===== config.mk =====
export PLATFORM = sky130hd
export DESIGN_NAME = apsp_ctrl
export DESIGN_NICKNAME = d
export VERILOG_FILES = /design/src/hdl/apsp_pkg.sv /design/src/hdl/apsp_ctrl.sv
export VERILOG_INCLUDE_DIRS = /design/src /design/src/hdl
export SDC_FILE = /design/constraint.sdc
export NUM_CORES = 1
export LEC_CHECK = 0
export ABC_CLOCK_PERIOD_IN_PS = 1700
export BUFFER_PORTS_ARGS = -buffer_cell sky130_fd_sc_hd__clkbuf_2
export CAP_MARGIN = 20
export CORE_MARGIN = 2
export CORE_UTILIZATION = 42
export CTS_CLUSTER_DIAMETER = 120
export CTS_CLUSTER_SIZE = 25
export DETAILED_ROUTE_END_ITERATION = 8
export GPL_ROUTABILITY_DRIVEN = 1
export HOLD_SLACK_MARGIN = 0.08
export PLACE_DENSITY = 0.76
export SYNTH_ARGS = -nofsm -noshare
export SYNTH_HDL_FRONTEND = slang
export SYNTH_SLANG_ARGS = --single-unit
export TNS_END_PERCENT = 100

===== constraint.sdc =====
create_clock -name clk -period 1.7 [get_ports clk]
set_input_delay 0.17 -clock clk [delete_from_list [all_inputs] [get_ports clk]]
set_output_delay 0.17 -clock clk [all_outputs]
set_load 0.01 [all_outputs]

===== src/hdl/assert_macros.svh =====
// Assertion helpers shared by the RTL. Simulation builds get the checks;
// synthesis builds get empty bodies.
`ifndef ASSERT_MACROS_SVH
`define ASSERT_MACROS_SVH
`ifndef SYNTHESIS
`define ASSERT_CLK(label, clk_sig, rst_n_sig, prop, msg) \
  label: assert property (@(posedge clk_sig) disable iff (!rst_n_sig) prop) else $error(msg);
`define ASSERT_NEVER(label, clk_sig, rst_n_sig, expr, msg) \
  label: assert property (@(posedge clk_sig) disable iff (!rst_n_sig) !(expr)) else $error(msg);
`else
`define ASSERT_CLK(label, clk_sig, rst_n_sig, prop, msg)
`define ASSERT_NEVER(label, clk_sig, rst_n_sig, expr, msg)
`endif
`endif


===== src/hdl/apsp_pkg.sv =====
`timescale 1ns / 1ps

package apsp_pkg;

  localparam int NODE_W = 6;
  localparam int COST_W = 16;
  localparam int DIST_W = 22;
  localparam int CFG_W  = 7;
  localparam logic [CFG_W-1:0] NODE_COUNT_RESET = 7'd64;

  typedef enum logic [1:0] {
    OP_CLEAR   = 2'd0,
    OP_LOAD    = 2'd1,
    OP_COMPUTE = 2'd2,
    OP_READ    = 2'd3
  } op_t;

  typedef struct packed {
    op_t                operation;
    logic [NODE_W-1:0]  src_node;
    logic [NODE_W-1:0]  dst_node;
    logic [COST_W-1:0]  link_distance;
    logic               link_present;
  } in_word_t;

  typedef struct packed {
    logic [DIST_W-1:0]  path_distance;
    logic               reachable;
    logic               via_valid;
    logic [NODE_W-1:0]  via_node;
  } out_word_t;

  // Commands from the sequencer to the datapath.
  typedef struct packed {
    logic load_item;
    logic sweep_clr;
    logic sweep_inc;
    logic clear_wr;
    logic init_rd;
    logic link_wr_a;
    logic link_wr_b;
    logic take_n;
    logic loop_clr;
    logic row_rd;
    logic row_chk;
    logic sweep_j;
    logic next_i;
    logic set_done;
    logic rd_issue;
    logic out_load;
  } dp_cmd_t;

  // Status from the datapath back to the sequencer.
  typedef struct packed {
    logic sweep_last;
    logic j_last;
    logic i_last;
    logic k_last;
    logic n_zero;
    logic ik_reach;
    logic load_ok;
    logic out_free;
  } dp_sts_t;

endpackage


===== src/hdl/apsp_ctrl.sv =====
`timescale 1ns / 1ps
`include "assert_macros.svh"

module apsp_ctrl (
  input  logic              clk,
  input  logic              rst_n,
  input  logic              in_valid,
  output logic              in_stall,
  input  apsp_pkg::op_t     in_op,
  output apsp_pkg::dp_cmd_t cmd,
  input  apsp_pkg::dp_sts_t sts
);

  typedef enum logic [3:0] {
    S_CLEAR,
    S_IDLE,
    S_LOAD_A,
    S_LOAD_B,
    S_INIT,
    S_INIT_END,
    S_ROW,
    S_ROW_CHK,
    S_SWEEP,
    S_DONE,
    S_READ,
    S_READ_DATA
  } state_t;

  state_t state_r, state_nxt;
  logic   in_stall_r;
  logic   accept;

  assign accept   = in_valid && !in_stall_r;
  assign in_stall = in_stall_r;

  always_comb begin
    state_nxt = state_r;
    cmd       = '0;
    unique case (state_r)
      S_CLEAR: begin
        cmd.clear_wr  = 1'b1;
        cmd.sweep_inc = 1'b1;
        if (sts.sweep_last) begin
          state_nxt = S_IDLE;
        end
      end
      S_IDLE: begin
        if (accept) begin
          cmd.load_item = 1'b1;
          unique case (in_op)
            apsp_pkg::OP_CLEAR: begin
              cmd.sweep_clr = 1'b1;
              state_nxt     = S_CLEAR;
            end
            apsp_pkg::OP_LOAD: begin
              state_nxt = S_LOAD_A;
            end
            apsp_pkg::OP_COMPUTE: begin
              cmd.sweep_clr = 1'b1;
              cmd.take_n    = 1'b1;
              state_nxt     = S_INIT;
            end
            apsp_pkg::OP_READ: begin
              state_nxt = S_READ;
            end
            default: begin
              state_nxt = S_IDLE;
            end
          endcase
        end
      end
      S_LOAD_A: begin
        cmd.link_wr_a = sts.load_ok;
        state_nxt     = S_LOAD_B;
      end
      S_LOAD_B: begin
        cmd.link_wr_b = sts.load_ok;
        state_nxt     = S_IDLE;
      end
      S_INIT: begin
        cmd.init_rd   = 1'b1;
        cmd.sweep_inc = 1'b1;
        if (sts.sweep_last) begin
          state_nxt = S_INIT_END;
        end
      end
      S_INIT_END: begin
        // The last table write lands in this cycle.
        cmd.loop_clr = 1'b1;
        state_nxt    = sts.n_zero ? S_DONE : S_ROW;
      end
      S_ROW: begin
        cmd.row_rd = 1'b1;
        state_nxt  = S_ROW_CHK;
      end
      S_ROW_CHK: begin
        cmd.row_chk = 1'b1;
        if (sts.ik_reach) begin
          state_nxt = S_SWEEP;
        end else if (sts.i_last && sts.k_last) begin
          state_nxt = S_DONE;
        end else begin
          cmd.next_i = 1'b1;
          state_nxt  = S_ROW;
        end
      end
      S_SWEEP: begin
        cmd.sweep_j = 1'b1;
        if (sts.j_last) begin
          if (sts.i_last && sts.k_last) begin
            state_nxt = S_DONE;
          end else begin
            cmd.next_i = 1'b1;
            state_nxt  = S_ROW;
          end
        end
      end
      S_DONE: begin
        cmd.set_done = 1'b1;
        state_nxt    = S_IDLE;
      end
      S_READ: begin
        cmd.rd_issue = 1'b1;
        state_nxt    = S_READ_DATA;
      end
      S_READ_DATA: begin
        if (sts.out_free) begin
          cmd.out_load = 1'b1;
          state_nxt    = S_IDLE;
        end
      end
      default: begin
        state_nxt = S_IDLE;
      end
    endcase
  end

  always_ff @(posedge clk) begin
    if (!rst_n) begin
      state_r    <= S_CLEAR;
      in_stall_r <= 1'b1;
    end else begin
      state_r    <= state_nxt;
      in_stall_r <= (state_nxt != S_IDLE);
    end
  end

  `ASSERT_CLK(a_dist_port_a_excl, clk, rst_n, $onehot0({cmd.row_rd, cmd.sweep_j, cmd.rd_issue}), "distance port A driven by two users")
  `ASSERT_CLK(a_link_port_excl, clk, rst_n, $onehot0({cmd.clear_wr, cmd.init_rd, cmd.link_wr_a, cmd.link_wr_b}), "link store used twice in one cycle")
  `ASSERT_CLK(a_busy_stalls, clk, rst_n, (state_r != S_IDLE) |-> in_stall_r, "input taken while busy")

endmodule


Word-level counts from Yosys, hierarchy flattened
Index checks and enable logic that the tools add are counted.
W data, S select, Z words.

operators by class
  reductions and logical operators = 7
  equality and inequality tests = 15
  muxes and demuxes = 33

operators by type and width
  operator              number
  $pmux W4 S10          1
  $mux W4               8
  $mux W1               20
  $eq A4 B3 Y1 const B  4
  $eq A4 B4 Y1 const B  4
  $pmux W4 S4           1
  $eq A4 B2 Y1 const B  2
  $eq A2 B2 Y1 const B  2
  $eq A4 B1 Y1 const B  1
  $logic_not A4 Y1      1
  $mux W2               2
  $ne A4 B1 Y1 const B  1
  $reduce_or A2 Y1      2
  $eq A2 B1 Y1 const B  1
  $logic_and A1 B1 Y1   2
  $logic_not A2 Y1      1
  $pmux W1 S2           1
  $logic_not A1 Y1      1

word-level totals
  input bits = 13
  register bits after elaboration = 5
  logic and storage cells = 57

Depth between registers and ports, before layout
Gate-level depths: netlist (run 1).

  depth in word-level cells = 5
  mapped depth = 5
  gate-level depth less buffers = 4

Least setup slack after synthesis (run 1)
No wires, ideal clock.

  path kind = reg2reg
  start point = register state_r[3]
  end point = register in_stall_r, in the netlist in_stall
  path slack = 0.280 ns
  cell stages (with the launch flop) = 5
  clock period less this slack = 1.420 ns
  arrival time = 1.277 ns
  buffers on the path = 0
  setup time = 0.143 ns
  path through = dfxtp_1 -> nor4b_2 -> o2bb2ai_2 -> a311o_1 -> o2111ai_2

on the way
  cells in the longest elaborated chain, start to end = 3

ends and longest elaborated chain
  what                                  line              text
  start: declaration                    apsp_ctrl.sv:29   state_t state_r, state_nxt;
  start signal: assignment              apsp_ctrl.sv:143  state_r <= state_nxt;
  $eq A4 B4 Y1 (tied with other cells)  apsp_ctrl.sv:39   unique case (state_r)
  $pmux W4 S10 (*)                      apsp_ctrl.sv:39
  $ne A4 B1 Y1 (*)                      apsp_ctrl.sv:144  in_stall_r <= (state_nxt != S_IDLE);
  end signal: assignment                apsp_ctrl.sv:144
  end: declaration                      apsp_ctrl.sv:30   logic in_stall_r;

Every way passes the cells marked *; elsewhere a longest branch is shown, timed or not.
A chain may end at the register's enable or synchronous reset.

==> results of run 1 <==
==> cell families (layout without fill, tap and decap cells) <==
| logic type | count (synthesis) | count (layout) | synth area share |
|---|---|---|---|
| AOI/OAI and AO/OA | 18 | 18 | 0.2727 |
| buffers and inverters | 7 | 48 | 0.07954 |
| DFF | 5 | 5 | 0.1818 |
| and+or+nand+nor | 39 | 39 | 0.4659 |
==> stage by stage <==
stage | util | TNS (ns) | instances | power [W] | instance area (µm²)
4_1_cts | 0.6114 | -0.005511 | 120 | 0.0003894 | 775.7
3_5_place_dp | 0.5789 | 0 | 116 | 0.0002422 | 734.5
6_report | 0.6627 | 0 | 125 | 0.0003953 | 840.8
2_1_floorplan | - | 0 | 69 | 0.0001986 | 550.5
5_1_grt | 0.6627 | -0.003055 | 125 | 0.0004179 | 840.8
3_3_place_gp | 0.5789 | 0 | 116 | 0.0002397 | 734.5
==> flip-flops by register name (all words and copies together) (netlist names) <==
register  flops
state_r       4
in_stall      1
==> report_power, final <==
part / switching, W / leakage [nW] / total, W / internal [W]
sequential: 0.0000143 / 0.0433 / 0.000138 / 0.000124
clock: 0.0000585 / 0.0177 / 0.000144 / 0.0000857
combinational: 0.0000572 / 0.361 / 0.000113 / 0.0000558
==> worst reg2reg max path, cell delays in order (launching register included) <==
cell and delay [ns]:
dfxtp_2 0.45, nor4b_4 0.09, buf_4 0.14, o2bb2ai_1 0.15
nor4_1 0.31, o2111ai_2 0.17
==> path summary, 6_finish.rpt <==
check	start	endpoint	cells past startpoint
hold / removal	rst_n	in_stall	2
setup reg to reg	state_r[2]	in_stall	5
hold reg to reg	state_r[0]	state_r[0]	3
setup / recovery	state_r[2]	cmd[8]	4
==> timing repair <==
action,in CTS,in global routing
endpoints found under the setup margin,3,3
gates resized for setup,5,6
setup buffers,0,5
pin swaps,0,3
==> routing by layer <==
metal | GRT usage | wire, µm | up-vias | share of wire
met5 | 0 | 0 | - | 0
met4 | 0.09167 | 17 | 0 | 0.011
met3 | 0.03889 | 87 | 2 | 0.056
met2 | 0.3629 | 745 | 26 | 0.48
met1 | 0.2550 | 705 | 293 | 0.45
li1 | - | - | 335 | -
==> layout by cell type, fill, tap and decap left out, types with 2 or more instances in the layout <==
master and n:
o21ai_0 2, dfxtp_4 2, nand2b_1 7, o21a_1 3
nor2_1 11, a21oi_1 3, clkbuf_4 3, nor3_1 4
nand2_1 3, buf_4 12, nor2b_1 2, clkbuf_2 29
inv_1 3, dfxtp_2 2, nor4_1 2
==> layout make-up <==
cell class,instances,area [µm²]
timing repair buffer,41,235.2
fill,127,427.9
sequential,5,110.1
tap,15,18.77
inverter,3,11.26
multi-input combinational,57,437.9
clock inverter,1,5.005
clock buffer,3,22.52
==> flow_summary.ini, run 1 <==
[worst_setup_path]
crit_fanout = 9
cp.arrival_ns = 1.48
crit_type = reg -> out
path_cells = buf_4, nor4_4, and3b_1, clkbuf_2
endpoint_kind = output port
critPathMaxStageDelay_ns = 0.38
cpLargestDelayFamily = simple AND/OR/NAND/NOR gates
slowest_stage = dfxtp_2
cp_data_required_time_ns = 1.53
cp_num_buf_inv = 2
start_kind = flip-flop
reg2reg_slack_ns = 0.24

[global_route]
antenna_found_initial = 0
grt_pass1_wl_um = 2283
grt.total_usage = 0.2117
grt-ovfl-total = 0
grt_start_max_net_pins = 12
grt_pass1_vias = 553

[cts]
cts-root-buf = clkbuf_4
cts_max_level = 1
hold_buffers = 0
cts_buffers = 3
cts_tree = built
clk_latency_ns = 0.25
cts.clk_slew.worst_paths_ns = 0.05
clock_path_buffers = 2
cts_num_sinks = 5

[synth]
synth_common_cells = nor2_1 (11), nand2b_1 (7), dfxtp_1 (5), nor3_1 (4)
yosys_register_bits = 5
yosys-top-cells-area = dfxtp_1 (18%), nand2b_1 (8.0%), nor2_1 (7.5%), nand4b_4 (4.3%), buf_6 (4.1%)
yosysMostFrequentCell = nor2_1
yosys.area.top_type = dfxtp_1
synthFlopType = dfxtp_1
synth_edf_count = 0
synth_cells = 69
synth_nets = 82
synthDistinctLibCells = 32
ys_async_sr_fraction = 0
synth_warnings = 0
syn_area_um2 = 550.5
syn_avg_cell_area_um2 = 7.979
synth_top_cell_area_share = 0.1818
yosysSeqAreaShare = 0.1818

[route]
wirelength_um = 1556
drt-initial-drc-count = 10
remaining_drc_errors = 0
avgViaCountPerCell = 5.248
wl_per_cell_um = 12.45
vias = 656
ant_nets = 0
dr.pass1.iters = 4

[pwr]
powerDensity_nw_per_um2 = 470.2
vdd_ir_drop_max_uv = 408.7
leakage_nw = 0.4223

[timing]
period_share = 0.9688
final_max_slew_viol_count = 0
worst_slew_pin_slew_ns = 0.3271
fin_crit_ns = 1.647
fmax_mhz = 607.2
hold_viol_final = 0
setup_viol = 0
relSlewSlack = 0.7803
worst_slack_ns = 0.05301
whs_ns = 0.1393
skew_ns = 0.009473

[placement]
port_buffers = 29
dpl_worst_slack_ns = 0.1616
hpwlAfterDp_um = 1165
place.gp.congestion = 0.8616

[flow_run]
max-cap-violations = 0

[die]
core.rowCount = 13
start_util = 0.4339
die-width_um = 40.21
core_um2 = 1269
fp.dieArea_um2 = 1616
io-pin-count = 30
die_h_um = 40.21

[min_path]
min_path_type = in -> reg

[finish]
antennaDiodeCount = 0
drive_gt1_frac = 0.5273
area_growth_pct = 52.73
fin_nets = 124

[outcome]
outcome = finished clean
Power figures use the tool's default switching activity.
==> run 2, diff against run 1 <==
ABC_CLOCK_PERIOD_IN_PS = 1800   (was 1700)
clock period = 1.8 ns   (was 1.7 ns; I/O delays follow)
==> run 2 against run 1 <==
Against the previous run: via count fell by 6.4%; clock power fell by 11%; worst hold slack improved by 0.025 ns; largest cell class unchanged.
==> flow_summary.ini, run 2 (synthesized netlist as in run 1, its figures left out) <==
[pwr]
leakage_nw = 0.3715
vdd_ir_drop_max_uv = 357.7
power_w = 0.0003528
powerDensity_nw_per_um2 = 468.4

[finish]
area_growth_pct = 36.82
antennaDiodeCount = 0
drive_gt1_frac = 0.4510
max_flop_register = state_r
mostFrequentLayoutCell = clkbuf_2
fillers = 123
final_cell_mix = clkbuf_2 (29), nor2_1 (11), nand2b_1 (7)
final_cells = 117
largest_register_ffs = 4
final_util = 0.5937
fin_nets = 116

[cts]
cts.clk_slew.worst_paths_ns = 0.04
cts_num_sinks = 5
cts_buffers = 3
hold_buffers = 0
cts_tree = built
clock_path_buffers = 2
cts_setup_buffers = 0
cts-root-buf = clkbuf_4
clk_latency_ns = 0.24
cts_max_level = 1

[worst_setup_path]
r2r_end = in_stall
endpoint = cmd[8]
worstReg2RegStart = state_r[1]
cpLargestDelayFamily = simple AND/OR/NAND/NOR gates
reg2reg_slack_ns = 0.29
slowest_stage = dfxtp_1
start_kind = flip-flop
cp_data_required_time_ns = 1.62
crit_fanout = 6
cp_num_buf_inv = 1
crit_cells = 4
endpoint_kind = output port
startpoint = state_r[1]
critPathMaxStageDelay_ns = 0.39
path_cells = nand2b_2, nor4_4, and3b_1, clkbuf_2
cp.arrival_ns = 1.52
crit_type = reg -> out
ff2ff_path_depth = 4

[placement]
port_buffers = 29
dp_cells = 113
place.gp.congestion = 0.7799
hpwlAfterDp_um = 1078

[die]
fp.dieArea_um2 = 1616
core_um2 = 1269
start_util = 0.4339
io-pin-count = 30
core.rowCount = 13
die_h_um = 40.21
die-width_um = 40.21

[timing]
period_share = 0.9443
relSlewSlack = 0.7771
setup_viol = 0
fin_crit_ns = 1.700
fin_tns_setup_ns = 0
worst_slew_pin_slew_ns = 0.3319
fmax_mhz = 588.3
final_max_slew_viol_count = 0
hold_viol_final = 0
rsz0062_at_grt = no
skew_ns = 0.00007847

[global_route]
grt-ovfl-total = 0
grt_start_max_net_pins = 15
gr-usage-met3 = 0.01667
met1_usage = 0.2368
grt_pass1_wl_um = 2028
antenna_found_initial = 0
grt_pass1_vias = 497
grt.total_usage = 0.1804
grt_use_met2 = 0.3024
top_usage_layer = met2

[flow_run]
max-cap-violations = 0

[outcome]
outcome = finished clean

[route]
remaining_drc_errors = 0
drt-initial-drc-count = 13
avgViaCountPerCell = 5.248
ant_nets = 0
vias = 614
wirelength_um = 1345
wl_per_cell_um = 11.50
dr.pass1.iters = 3

[min_path]
min_path_type = in -> reg
-- run 2: cell count changes in the layout (fill, tap and decap cells not counted), sizes merged --
cell,change
clkbuf,+1
buf,-8
clkinv,-1
-- run 2: timing repair --
| action | CTS | global route |
|---|---|---|
| endpoints found under the setup margin | 3 | 3 |
| hold endpoints to repair | 0 | 0 |
| resized for setup | 3 | 2 |
| pin swaps | 0 | 1 |
-- run 2: how the worst min path moves through the flow --
stage / startpoint / to / slack, ns / depth (start not counted)
3_3_place_gp: rst_n / in_stall / 0.41 / 2
2_1_floorplan: rst_n / in_stall / 0.25 / 1
3_5_place_dp: rst_n / in_stall / 0.41 / 2
6_report: rst_n / in_stall / 0.16 / 2
5_1_grt: rst_n / in_stall / 0.18 / 2
4_1_cts: rst_n / in_stall / 0.16 / 2
-- run 2: metal layers --
metal | wire (µm) | up-vias
li1 | - | 320
met1 | 667 | 275
met2 | 603 | 19
met3 | 74 | 0
met4 | 0 | 0
met5 | 0 | -
-- run 2: worst register-to-register path: cells and delay by family (launching register included) --
| kind | cells | cell delay (ns) |
|---|---|---|
| AO/OA/AOI/OAI | 2 | 0.29 |
| flip-flops | 1 | 0.49 |
| AND/OR/NAND/NOR | 2 | 0.59 |
-- run 2: final cells by class --
cell class / count / area, µm² / share of cell area
multi-input combinational: 57 / 415.4 / 0.5515
sequential: 5 / 106.4 / 0.1412
timing repair buffer: 33 / 175.2 / 0.2326
tap: 15 / 18.77 / 0.02492
clock buffer: 4 / 26.28 / 0.03488
inverter: 3 / 11.26 / 0.01495
-- run 2: power breakdown --
part	switching [W]	leakage, nW	internal [W]
Sequential	0.0000146	0.0425	0.000118
Combinational	0.0000472	0.314	0.0000448
Clock	0.0000442	0.0150	0.0000837
Total	0.000106	0.371	0.000247
-- run 2: stage by stage --
step / hold WS [ns] / instance area (µm²) / setup slack (ns)
after floorplan: 0.2468 / 550.5 / 0.3804
after global placement: 0.4105 / 711.9 / 0.1970
after detailed placement: 0.4084 / 711.9 / 0.1713
after CTS: 0.1600 / 749.5 / 0.01022
after global routing: 0.1753 / 753.2 / 0.006965
final: 0.1645 / 753.2 / 0.1002
==> run 3, diff against run 2 <==
RECOVER_POWER = 100   (was unset)
==> run 3 against run 2 <==
Against the previous run: sequential cell count did not move; global-route usage stayed put; die area did not move; design area decreased by 1.5%; largest cell class unchanged; cell count stayed put; clock power hardly changed.
==> flow_summary.ini, run 3 (synthesized netlist as in run 1, its figures left out) <==
[cts]
clk_latency_ns = 0.24
cts_buffers = 3
clock_path_buffers = 2
cts_num_sinks = 5
cts_max_level = 1
cts-root-buf = clkbuf_4
cts.clk_slew.worst_paths_ns = 0.04
cts_setup_buffers = 0
hold_buffers = 0
cts_tree = built

[finish]
largest_register_ffs = 4
drive_gt1_frac = 0.3627
mostFrequentLayoutCell = clkbuf_2
antennaDiodeCount = 0
fin_nets = 116
fillers = 129
final_cell_mix = clkbuf_2 (20), nor2_1 (11), clkbuf_1 (10)
area_growth_pct = 34.77
max_flop_register = state_r

[die]
io-pin-count = 30
core.rowCount = 13
die_h_um = 40.21
die-width_um = 40.21
core_um2 = 1269
start_util = 0.4339
fp.dieArea_um2 = 1616

[route]
wl_per_cell_um = 11.62
dr.pass1.iters = 3
drt-initial-drc-count = 13
wirelength_um = 1359
avgViaCountPerCell = 5.291
remaining_drc_errors = 0
vias = 619
ant_nets = 0

[global_route]
grt_pass1_wl_um = 2028
grt_start_max_net_pins = 15
grt_pass1_vias = 497
antenna_found_initial = 0
grt-ovfl-total = 0
grt.total_usage = 0.1804

[placement]
hpwlAfterDp_um = 1078
port_buffers = 29
place.gp.congestion = 0.7799

[timing]
period_share = 0.9436
relSlewSlack = 0.7782
fin_tns_setup_ns = 0
final_max_slew_viol_count = 0
fmax_mhz = 588.8
whs_ns = 0.1645
setup_viol = 0
skew_ns = 0.00007847
rsz0062_at_grt = no
fin_crit_ns = 1.698
worst_slew_pin_slew_ns = 0.3302
hold_viol_final = 0

[worst_setup_path]
crit_type = reg -> out
worstReg2RegStart = state_r[1]
cp_num_buf_inv = 1
slowest_stage = dfxtp_1
r2r_end = in_stall
critPathMaxStageDelay_ns = 0.39
startpoint = state_r[1]
reg2reg_slack_ns = 0.30
crit_fanout = 6
endpoint = cmd[8]
start_kind = flip-flop
cpLargestDelayFamily = simple AND/OR/NAND/NOR gates
endpoint_kind = output port
ff2ff_path_depth = 4
cp.arrival_ns = 1.52
path_cells = nand2b_2, nor4_4, and3b_1, clkbuf_2
crit_cells = 4
cp_data_required_time_ns = 1.62

[pwr]
powerDensity_nw_per_um2 = 473.1
pwr-share-seq = 0.379
vdd_ir_drop_max_uv = 357.6
p_int_w = 0.0002450
leakage_nw = 0.3418
switchingPower_w = 0.0001060
p_sw_frac = 0.3019
pwr-share-comb = 0.257
p_clk_frac = 0.364

[outcome]
outcome = finished clean

[min_path]
min_path_type = in -> reg

[flow_run]
max-cap-violations = 0
run 3: final cells by class:
| class | count | area (µm²) | area share |
|---|---|---|---|
| inverter | 3 | 11.26 | 0.01518 |
| clock buffer | 4 | 26.28 | 0.03541 |
| tap | 15 | 18.77 | 0.02530 |
| timing repair buffer | 33 | 163.9 | 0.2209 |
| multi-input combinational | 57 | 415.4 | 0.5599 |
| sequential | 5 | 106.4 | 0.1433 |
run 3: stage by stage:
stage          worst slack (ns)  area [µm²]  utilization  total power, W  std cells
3_5_place_dp             0.1713       711.9       0.5611       0.0002237        113
3_3_place_gp             0.1970       711.9       0.5611       0.0002225        113
6_report                 0.1016       742.0       0.5848       0.0003510        117
2_1_floorplan            0.3804       550.5            -       0.0001876         69
4_1_cts                 0.01022       749.5       0.5907       0.0003575        117
5_1_grt                0.006729       742.0       0.5848       0.0003720        117
run 3: power by group through the flow:
stage | Clock, W | Combinational, W | Sequential, W
6_report | 0.000128 | 0.0000902 | 0.000133
5_1_grt | 0.000139 | 0.0000991 | 0.000134
4_1_cts | 0.000133 | 0.0000919 | 0.000132
3_5_place_dp | 0 | 0.0000914 | 0.000132
3_3_place_gp | 0 | 0.0000906 | 0.000132
2_1_floorplan | 0 | 0.0000592 | 0.000128
run 3: worst min-delay path by stage:
stage / slack [ns] / to / cells after the start / start
floorplan: 0.25 / in_stall / 1 / rst_n
CTS: 0.16 / in_stall / 2 / rst_n
detailed placement: 0.41 / in_stall / 2 / rst_n
finish: 0.16 / in_stall / 2 / rst_n
global placement: 0.41 / in_stall / 2 / rst_n
global route: 0.18 / in_stall / 2 / rst_n
run 3: repair_timing:
item / 4_1_cts / 5_1_grt
resized for setup: 3 / 2
pin swaps: 0 / 1
setup endpoints to repair: 3 / 3
run 3: layer usage:
| layer | track usage | part of all wire |
|---|---|---|
| met5 | 0 | 0 |
| met4 | 0.06667 | 0 |
| met3 | 0.01667 | 0.063 |
| met2 | 0.3024 | 0.44 |
| met1 | 0.2368 | 0.49 |
